## src/rtl/sfr_pkg.sv

```systemverilog
`default_nettype none
// ----------------------------------------------------------------------------
// sfr_pkg: shared definitions for the serial frame receiver
// Byte width, register indexes, event codes, receive phases and the
// classified item that travels from the front end to the frame engine.
// ----------------------------------------------------------------------------
package sfr_pkg;

  localparam int BYTE_W = 8;
  localparam int KIND_W = 3;
  localparam int PHASE_W = 3;
  localparam int CFG_INDEX_W = 2;

  // Default depth of the queue between front end and frame engine
  localparam int QUEUE_DEPTH = 2;

  // Configuration register indexes
  localparam logic [CFG_INDEX_W-1:0] REG_FIRST_HDR = 2'd0;
  localparam logic [CFG_INDEX_W-1:0] REG_SECOND_HDR = 2'd1;
  localparam logic [CFG_INDEX_W-1:0] REG_WANTED_TYPE = 2'd2;

  // Frame length counts two header bytes, the length byte and the checksum
  localparam logic [BYTE_W-1:0] OVERHEAD_LEN = 8'd4;
  localparam logic [BYTE_W-1:0] MIN_FRAME_LEN = 8'd5;
  localparam logic [BYTE_W-1:0] SUM_START = 8'h00;

  // Event codes
  localparam logic [KIND_W-1:0] EV_NONE = 3'd0;
  localparam logic [KIND_W-1:0] EV_BYTE = 3'd1;
  localparam logic [KIND_W-1:0] EV_OK = 3'd2;
  localparam logic [KIND_W-1:0] EV_OTHER = 3'd3;
  localparam logic [KIND_W-1:0] EV_BADSUM = 3'd4;
  localparam logic [KIND_W-1:0] EV_BADLEN = 3'd5;

  // Receive phases
  localparam logic [PHASE_W-1:0] PH_HEAD1 = 3'd0;
  localparam logic [PHASE_W-1:0] PH_HEAD2 = 3'd1;
  localparam logic [PHASE_W-1:0] PH_LEN = 3'd2;
  localparam logic [PHASE_W-1:0] PH_PAYLOAD = 3'd3;
  localparam logic [PHASE_W-1:0] PH_SUM = 3'd4;

  // One received byte with its classification
  typedef struct packed {
    logic [BYTE_W-1:0] data;
    logic              is_hdr1;
    logic              is_hdr2;
    logic              short_len;
  } sfr_item_t;

endpackage
`default_nettype wire

```

## src/rtl/serial_frame_receiver_top.sv

```systemverilog
`default_nettype none
// ----------------------------------------------------------------------------
// serial_frame_receiver_top: two-byte-header frame deframer
// Hunts for the header, checks the length and additive checksum, passes
// payload bytes through with their offset and reports each frame's outcome.
//
//   channel   dir  handshake            contents
//   s_axis    in   tvalid/tready        tdata[7:0] rx_byte
//   m_axis    out  tvalid/tready        tuser event_kind, tdata payload/offset/type
//   cfg       in   cfg_valid/cfg_ready  cfg_index register, cfg_data value
//
// One result transaction per received byte, one byte per cycle sustained while
// the output is not stalled. Each byte is held in the queue, then in the engine's
// output register. The queue lets input keep flowing for QUEUE_DEPTH bytes while
// the output is stalled. Synchronous reset returns to the header hunt and zeroes
// all but the output data and queue slots. Configuration is always ready.
// ----------------------------------------------------------------------------
module serial_frame_receiver_top #(
  parameter int QUEUE_DEPTH = sfr_pkg::QUEUE_DEPTH
) (
  input  wire logic                            clk,
  input  wire logic                            rst,
  input  wire logic                            s_axis_tvalid,
  output logic                                 s_axis_tready,
  input  wire logic [7:0]                      s_axis_tdata,  // [7:0] rx_byte
  output logic                                 m_axis_tvalid,
  input  wire logic                            m_axis_tready,
  // [7:0] payload_byte, [15:8] payload_offset, [23:16] frame_type_seen
  output logic [23:0]                          m_axis_tdata,
  output logic [sfr_pkg::KIND_W-1:0]           m_axis_tuser,  // [2:0] event_kind
  input  wire logic                            cfg_valid,
  output logic                                 cfg_ready,
  input  wire logic [sfr_pkg::CFG_INDEX_W-1:0] cfg_index,
  input  wire logic [sfr_pkg::BYTE_W-1:0]      cfg_data
);
  import sfr_pkg::*;

  sfr_item_t         in_item;
  sfr_item_t         head_item;
  logic [BYTE_W-1:0] wanted_type;
  logic              q_full;
  logic              q_not_empty;
  logic              q_pop;
  logic              q_push;

  assign s_axis_tready = !q_full;
  assign q_push = s_axis_tvalid && s_axis_tready;

  sfr_front u_front (
    .clk         (clk),
    .rst         (rst),
    .cfg_valid   (cfg_valid),
    .cfg_ready   (cfg_ready),
    .cfg_index   (cfg_index),
    .cfg_data    (cfg_data),
    .rx_byte     (s_axis_tdata),
    .item        (in_item),
    .wanted_type (wanted_type)
  );

  sfr_queue #(
    .DEPTH (QUEUE_DEPTH)
  ) u_queue (
    .clk       (clk),
    .rst       (rst),
    .push      (q_push),
    .push_item (in_item),
    .full      (q_full),
    .pop       (q_pop),
    .not_empty (q_not_empty),
    .head      (head_item)
  );

  sfr_engine u_engine (
    .clk             (clk),
    .rst             (rst),
    .item_valid      (q_not_empty),
    .item            (head_item),
    .item_pop        (q_pop),
    .wanted_type     (wanted_type),
    .out_valid       (m_axis_tvalid),
    .out_ready       (m_axis_tready),
    .event_kind      (m_axis_tuser),
    .payload_byte    (m_axis_tdata[7:0]),
    .payload_offset  (m_axis_tdata[15:8]),
    .frame_type_seen (m_axis_tdata[23:16])
  );

  // Event codes stay within the defined set
  a_kind_range: assert property (@(posedge clk) disable iff (rst)
    m_axis_tvalid |-> (m_axis_tuser <= EV_BADLEN))
    else $error("undefined event code on output");

  // Only payload events carry a payload byte and offset
  a_payload_only_on_byte: assert property (@(posedge clk) disable iff (rst)
    (m_axis_tvalid && (m_axis_tuser != EV_BYTE)) |-> (m_axis_tdata[15:0] == 16'd0))
    else $error("payload fields set on a non-payload event");

  // Frame type is reported only on frame end events
  a_type_only_on_end: assert property (@(posedge clk) disable iff (rst)
    (m_axis_tvalid && (m_axis_tuser == EV_BYTE || m_axis_tuser == EV_NONE ||
     m_axis_tuser == EV_BADLEN)) |-> (m_axis_tdata[23:16] == 8'd0))
    else $error("frame type set outside a frame end event");

  // A byte waiting in the queue moves on once the output is free
  a_queue_drains: assert property (@(posedge clk) disable iff (rst)
    (q_not_empty && !m_axis_tvalid) |=> m_axis_tvalid)
    else $error("queued byte not taken by the engine");

endmodule
`default_nettype wire

```

## src/rtl/sfr_front.sv

```systemverilog
`default_nettype none
// ----------------------------------------------------------------------------
// sfr_front: configuration registers and byte classifier
// Holds the header and type registers and tags each incoming byte with
// its header matches and the short-length flag before it is queued.
// ----------------------------------------------------------------------------
module sfr_front (
  input  wire logic                            clk,
  input  wire logic                            rst,
  input  wire logic                            cfg_valid,
  output logic                                 cfg_ready,
  input  wire logic [sfr_pkg::CFG_INDEX_W-1:0] cfg_index,
  input  wire logic [sfr_pkg::BYTE_W-1:0]      cfg_data,
  input  wire logic [sfr_pkg::BYTE_W-1:0]      rx_byte,
  output sfr_pkg::sfr_item_t                   item,
  output logic [sfr_pkg::BYTE_W-1:0]           wanted_type
);
  import sfr_pkg::*;

  logic [BYTE_W-1:0] first_hdr;
  logic [BYTE_W-1:0] second_hdr;

  assign cfg_ready = 1'b1;

  // Register writes; indexes past the list are dropped
  always_ff @(posedge clk) begin
    if (rst) begin
      first_hdr <= '0;
      second_hdr <= '0;
      wanted_type <= '0;
    end else if (cfg_valid && cfg_ready) begin
      unique case (cfg_index)
        REG_FIRST_HDR:   first_hdr <= cfg_data;
        REG_SECOND_HDR:  second_hdr <= cfg_data;
        REG_WANTED_TYPE: wanted_type <= cfg_data;
        default: ;
      endcase
    end
  end

  // Classify the byte
  always_comb begin
    item.data = rx_byte;
    item.is_hdr1 = (rx_byte == first_hdr);
    item.is_hdr2 = (rx_byte == second_hdr);
    item.short_len = (rx_byte < MIN_FRAME_LEN);
  end

endmodule
`default_nettype wire

```

## src/rtl/sfr_queue.sv

```systemverilog
`default_nettype none
// ----------------------------------------------------------------------------
// sfr_queue: small first-word-fall-through queue
// Decouples the classifier from the frame engine so either side can stall.
// ----------------------------------------------------------------------------
module sfr_queue #(
  parameter int DEPTH = sfr_pkg::QUEUE_DEPTH
) (
  input  wire logic               clk,
  input  wire logic               rst,
  input  wire logic               push,
  input  wire sfr_pkg::sfr_item_t push_item,
  output logic                    full,
  input  wire logic               pop,
  output logic                    not_empty,
  output sfr_pkg::sfr_item_t      head
);
  import sfr_pkg::*;

  localparam int PTR_W = (DEPTH > 1) ? $clog2(DEPTH) : 1;
  localparam int CNT_W = $clog2(DEPTH + 1);
  localparam logic [PTR_W-1:0] LAST_PTR = PTR_W'(DEPTH - 1);
  localparam logic [CNT_W-1:0] FULL_CNT = CNT_W'(DEPTH);

  sfr_item_t        slots [DEPTH];
  logic [PTR_W-1:0] wr_ptr;
  logic [PTR_W-1:0] rd_ptr;
  logic [CNT_W-1:0] count;

  assign full = (count == FULL_CNT);
  assign not_empty = (count != '0);
  assign head = slots[rd_ptr];

  // Storage
  always_ff @(posedge clk) begin
    if (push) begin
      slots[wr_ptr] <= push_item;
    end
  end

  // Pointers and fill count
  always_ff @(posedge clk) begin
    if (rst) begin
      wr_ptr <= '0;
      rd_ptr <= '0;
      count <= '0;
    end else begin
      if (push) begin
        wr_ptr <= (wr_ptr == LAST_PTR) ? '0 : wr_ptr + PTR_W'(1);
      end
      if (pop) begin
        rd_ptr <= (rd_ptr == LAST_PTR) ? '0 : rd_ptr + PTR_W'(1);
      end
      if (push && !pop) begin
        count <= count + CNT_W'(1);
      end else if (pop && !push) begin
        count <= count - CNT_W'(1);
      end
    end
  end

endmodule
`default_nettype wire

```

## src/rtl/sfr_engine.sv

```systemverilog
`default_nettype none
// ----------------------------------------------------------------------------
// sfr_engine: frame engine
// Walks the header, length, payload and checksum phases one byte per
// transaction and registers the resulting event for the output stream.
// ----------------------------------------------------------------------------
module sfr_engine (
  input  wire logic                       clk,
  input  wire logic                       rst,
  input  wire logic                       item_valid,
  input  wire sfr_pkg::sfr_item_t         item,
  output logic                            item_pop,
  input  wire logic [sfr_pkg::BYTE_W-1:0] wanted_type,
  output logic                            out_valid,
  input  wire logic                       out_ready,
  output logic [sfr_pkg::KIND_W-1:0]      event_kind,
  output logic [sfr_pkg::BYTE_W-1:0]      payload_byte,
  output logic [sfr_pkg::BYTE_W-1:0]      payload_offset,
  output logic [sfr_pkg::BYTE_W-1:0]      frame_type_seen
);
  import sfr_pkg::*;

  logic [PHASE_W-1:0] phase, phase_next;
  logic [BYTE_W-1:0]  running_sum, running_sum_next;
  logic [BYTE_W-1:0]  remaining, remaining_next;
  logic [BYTE_W-1:0]  index, index_next;
  logic [BYTE_W-1:0]  cur_type, cur_type_next;
  logic [KIND_W-1:0]  kind_next;
  logic [BYTE_W-1:0]  pbyte_next;
  logic [BYTE_W-1:0]  poff_next;
  logic [BYTE_W-1:0]  ftype_next;
  logic [BYTE_W-1:0]  remaining_dec;

  // Take the next byte whenever the output register is free or draining
  assign item_pop = item_valid && (!out_valid || out_ready);
  assign remaining_dec = remaining - 8'd1;

  // Phase logic
  always_comb begin
    phase_next = phase;
    running_sum_next = running_sum;
    remaining_next = remaining;
    index_next = index;
    cur_type_next = cur_type;
    kind_next = EV_NONE;
    pbyte_next = '0;
    poff_next = '0;
    ftype_next = '0;
    unique case (phase)
      PH_HEAD2: begin
        if (item.is_hdr2) begin
          running_sum_next = running_sum + item.data;
          phase_next = PH_LEN;
        end else begin
          phase_next = PH_HEAD1;
        end
      end
      PH_LEN: begin
        if (item.short_len) begin
          kind_next = EV_BADLEN;
          phase_next = PH_HEAD1;
        end else begin
          running_sum_next = running_sum + item.data;
          remaining_next = item.data - OVERHEAD_LEN;
          index_next = '0;
          phase_next = PH_PAYLOAD;
        end
      end
      PH_PAYLOAD: begin
        running_sum_next = running_sum + item.data;
        if (index == '0) begin
          cur_type_next = item.data;
        end
        kind_next = EV_BYTE;
        pbyte_next = item.data;
        poff_next = index;
        index_next = index + 8'd1;
        remaining_next = remaining_dec;
        if (remaining_dec == '0) begin
          phase_next = PH_SUM;
        end
      end
      PH_SUM: begin
        if (item.data != running_sum) begin
          kind_next = EV_BADSUM;
        end else if (cur_type == wanted_type) begin
          kind_next = EV_OK;
        end else begin
          kind_next = EV_OTHER;
        end
        ftype_next = cur_type;
        phase_next = PH_HEAD1;
      end
      default: begin
        // Hunt for the first header byte; unused codes land here too
        if (item.is_hdr1) begin
          running_sum_next = item.data;
          phase_next = PH_HEAD2;
        end else begin
          running_sum_next = SUM_START;
          phase_next = PH_HEAD1;
        end
      end
    endcase
  end

  // Frame state
  always_ff @(posedge clk) begin
    if (rst) begin
      phase <= PH_HEAD1;
      running_sum <= SUM_START;
      remaining <= '0;
      index <= '0;
      cur_type <= '0;
    end else if (item_pop) begin
      phase <= phase_next;
      running_sum <= running_sum_next;
      remaining <= remaining_next;
      index <= index_next;
      cur_type <= cur_type_next;
    end
  end

  // Output register valid
  always_ff @(posedge clk) begin
    if (rst) begin
      out_valid <= 1'b0;
    end else if (item_pop) begin
      out_valid <= 1'b1;
    end else if (out_ready) begin
      out_valid <= 1'b0;
    end
  end

  // Output register payload
  always_ff @(posedge clk) begin
    if (item_pop) begin
      event_kind <= kind_next;
      payload_byte <= pbyte_next;
      payload_offset <= poff_next;
      frame_type_seen <= ftype_next;
    end
  end

endmodule
`default_nettype wire
```

## config.mk

```make
export PLATFORM = sky130hd
export DESIGN_NAME = serial_frame_receiver_top
export DESIGN_NICKNAME = d
export VERILOG_FILES = /design/src/rtl/sfr_pkg.sv /design/src/rtl/serial_frame_receiver_top.sv /design/src/rtl/sfr_front.sv /design/src/rtl/sfr_queue.sv /design/src/rtl/sfr_engine.sv
export SDC_FILE = /design/constraint.sdc
export NUM_CORES = 1
export LEC_CHECK = 0
export BUFFER_PORTS_ARGS = -buffer_cell sky130_fd_sc_hd__buf_4
export CAP_MARGIN = 30
export CORE_MARGIN = 8
export CORE_UTILIZATION = 45
export CTS_CLUSTER_SIZE = 16
export DETAILED_ROUTE_END_ITERATION = 8
export PLACE_DENSITY = 0.66
export SYNTH_ARGS = -nofsm -noshare
export SYNTH_HDL_FRONTEND = slang
export SYNTH_SLANG_ARGS = --single-unit
```

## constraint.sdc

```tcl
create_clock -name clk -period 6.8 [get_ports clk]
set_clock_uncertainty 0.1 [all_clocks]
set_input_delay 1.36 -clock clk [delete_from_list [all_inputs] [get_ports clk]]
set_output_delay 1.36 -clock clk [all_outputs]
set_load 0.02 [all_outputs]
```

==> flow_metrics.tcl <==
set metrics [dict create \
    cp_cell_sequence "mux2i_1 > inv_1 > ha_1 > nor2b_1 > o31ai_1 > nand2_1 > o221a_2 > a211oi_1" \
    synth_area_um2 5420 \
    vdd_ir_drop_max_mv 0.315 \
    netlist_instances 532 \
    design_area_final_um2 6600 \
    post-place-cells 705 \
    global_route.overflow_total 0 \
    slew_at_the_pin_with_the_worst_max_slew_slack_ns 1.01 \
    dpl-instance-area_um2 5900 \
    final_min_period_over_clock_period 0.459 \
    registers.top_by_ff_count "u_queue.slots" \
    clock_tree.root_cell "sky130_fd_sc_hd__clkbuf_16" \
    postCtsSetupRepairBufs 0 \
    post_synth_most_frequent_cells "sky130_fd_sc_hd__nor2_1, sky130_fd_sc_hd__dfxtp_1, sky130_fd_sc_hd__edfxtp_1" \
    slew_viol_final 0 \
    number_of_library_cell_types_mapped_by_synthesis 58 \
    fp.dieArea_um2 15800 \
    coreArea_um2 11900 \
    grt_util_all_layers 0.168 \
    cts_made_buffers 17 \
    clk_pin_slew_worst_paths_ns 0.06 \
    cts_tree "done" \
    unrepaired_setup_endpoints_after_global_routing "no" \
    via_count_of_the_first_global_routing_pass 4249 \
    crit_path_max_fanout 13 \
    postSynth.topFlopCell "sky130_fd_sc_hd__dfxtp_1" \
    hold_ws_ns 0.412 \
    library_cell_with_the_highest_instance_count_after_synthesis "sky130_fd_sc_hd__nor2_1" \
    hpwlAfterDp_um 8860 \
    power_density_cells_nw_per_um2 434 \
    max_ffs_per_register 22 \
    port_buffers 51 \
    number_of_antenna_violations_at_the_first_check_in_global_routing 0 \
    worstHoldPathType "reg -> reg" \
    initial_core_util 0.457 \
    max_cap_viol_count 0 \
    report.final.hold_viol_count 0 \
    viasPerCell 5.57 \
    ys_seq_area_frac 0.512 \
    synthToLayoutAreaGrowth_pct 21.8 \
    io_pins 53 \
    die_width_um 126 \
    detail_route.drc_violations 0 \
    core.rowCount 40 \
    path_delay_family "compound AO/OA/AOI/OAI gates" \
    synth_top_cells_by_area "sky130_fd_sc_hd__edfxtp_1, sky130_fd_sc_hd__dfxtp_1, sky130_fd_sc_hd__nor2_1" \
    worst_path_largest_cell_delay_ns 0.72 \
    worstPathRequired_ns 7.03 \
    route.antenna.remaining_nets 0 \
    postSynthRegisterBits 114 \
    synth.net_count 569 \
    post-place-ws_ns 3.63 \
    fin_nets 614 \
    routed_wl_um 12800 \
    ctsHtreeMaxLevel 4 \
    timing.critical_path.buf_inv 1 \
    clk_path_buf_depth 2 \
    post_route_cells_drive_above_1_share 0.169 \
    cts-resized-gates 0 \
    criticalPathCategory "reg -> reg" \
    report.final.setup_viol 0 \
    synth-edff-count 49 \
    wl_per_cell_um 17.3 \
    layout_min_cycle_time_ns 3.12 \
    layout.cells.non_filler 737 \
    n_antenna_cell 0 \
    vias 4106 \
    later_pin_clock_latency_in_the_skew_report_ns 0.41 \
    grt_start_max_net_pins 64 \
    slew-limit-headroom 0.326 \
    fin_total_pwr_mw 2.86 \
    fin_setup_tns_ns 0 \
    yosysTopAreaCell "sky130_fd_sc_hd__edfxtp_1" \
    clock_sink_count 114 \
    detail_route.iter0.violations 279 \
    final_core_util 0.556 \
    detail_route.first_pass.iterations 5 \
    p_leak_nw 2.58 \
    endpoint_kind "register" \
    run_status "finished, final reports clean" \
    worst_path_arrival_ns 3.35 \
    global_route_wire_length_before_repair_um 21100 \
    synth_top_cell_area_share 0.272 \
    post_cts_hold_buffer_count 0 \
    syn_area_per_cell_um2 10.2 \
    yosys_warnings 0 \
    post-route-worst-setup-slack_ns 3.68 \
    fill_cells 995 \
    timing.reg2reg.setup_slack_ns 3.68 \
    place_congestion 0.853 \
    timing.critical_path.slowest_stage_cell "sky130_fd_sc_hd__dfxtp_1" \
    chipHeight_um 126 \
    synth-async-reset-ratio 0 \
    crit_path_start_kind "register" \
    max_freq_mhz 320 \
]
report_power, final:
group / internal [mW] / leakage, nW / switching, mW / total (mW)
Combinational: 0.337 / 1.24 / 0.528 / 0.865
Sequential: 0.867 / 1.00 / 0.0781 / 0.945
Clock: 0.734 / 0.333 / 0.318 / 1.05
Total: 1.94 / 2.58 / 0.924 / 2.86
layout make-up:
cell class                 instances  area (um^2)  area share
clock buffer                      19          443      0.0671
clock inverter                    13          256      0.0389
inverter                          18         67.6      0.0102
multi-input combinational        368         2440       0.370
sequential                       114         2770       0.420
tap                              147          184      0.0279
timing repair buffer              58          435      0.0660
cell usage in the layout, fill, tap and decap left out, types with 4 or more instances in the layout:
cell	netlist	routed
sky130_fd_sc_hd__ha_1	13	13
sky130_fd_sc_hd__a311oi_1	4	4
sky130_fd_sc_hd__clkbuf_16	0	17
sky130_fd_sc_hd__inv_1	17	17
sky130_fd_sc_hd__nor2_1	92	92
sky130_fd_sc_hd__xnor2_1	28	28
sky130_fd_sc_hd__buf_4	1	58
sky130_fd_sc_hd__a211oi_1	16	16
sky130_fd_sc_hd__nand3b_1	7	7
sky130_fd_sc_hd__nand3_1	4	4
sky130_fd_sc_hd__xor2_1	13	13
sky130_fd_sc_hd__nor4_1	5	5
sky130_fd_sc_hd__nand2b_1	4	4
sky130_fd_sc_hd__dfxtp_1	65	65
sky130_fd_sc_hd__nand4_1	12	12
sky130_fd_sc_hd__o221a_2	4	4
sky130_fd_sc_hd__a21oi_1	12	12
sky130_fd_sc_hd__and3_1	12	12
sky130_fd_sc_hd__nor3_1	13	13
sky130_fd_sc_hd__and2_1	7	7
sky130_fd_sc_hd__edfxtp_1	49	49
sky130_fd_sc_hd__nor2b_1	5	5
sky130_fd_sc_hd__nor3b_1	5	5
sky130_fd_sc_hd__bufinv_16	0	7
sky130_fd_sc_hd__mux2i_1	34	34
sky130_fd_sc_hd__o21ai_0	19	19
sky130_fd_sc_hd__nand2_1	20	20
sky130_fd_sc_hd__nor4b_1	4	4
layer usage:
metal | track usage | part of all wire | vias up
met1 | 0.186 | 0.41 | 1964
li1 | - | - | 1990
met5 | 0 | 0 | -
met2 | 0.289 | 0.50 | 125
met4 | 0.0781 | 0.025 | 0
met3 | 0.0540 | 0.056 | 27
final timing paths:
kind                                                            from                                    to  cells after the start
worst max-delay path                                        register  u_engine.running_sum[6]$_SDFFE_PP0P_                      8
worst min-delay path            u_engine.running_sum[2]$_SDFFE_PP0P_  u_engine.running_sum[2]$_SDFFE_PP0P_                      2
worst max register to register                              register  u_engine.running_sum[6]$_SDFFE_PP0P_                      8
worst min register to register  u_engine.running_sum[2]$_SDFFE_PP0P_  u_engine.running_sum[2]$_SDFFE_PP0P_                      2
cell families after synthesis:
kind of cell,share of synthesized area
xor gates and xnor gates,0.0663
and+or+nand+nor,0.176
muxes,0.0677
other,0.000692
AOI/OAI and AO/OA,0.106
adders and majority gates,0.0337
DFF,0.512
buffers and inverters,0.0379
tightest hold or removal path, stage by stage (launching register included):
cell and delay, ns:
sky130_fd_sc_hd__dfxtp_1 0.32, sky130_fd_sc_hd__nor2_1 0.10, sky130_fd_sc_hd__nor3_1 0.05
Note: power is estimated with default switching activity, not from simulation.
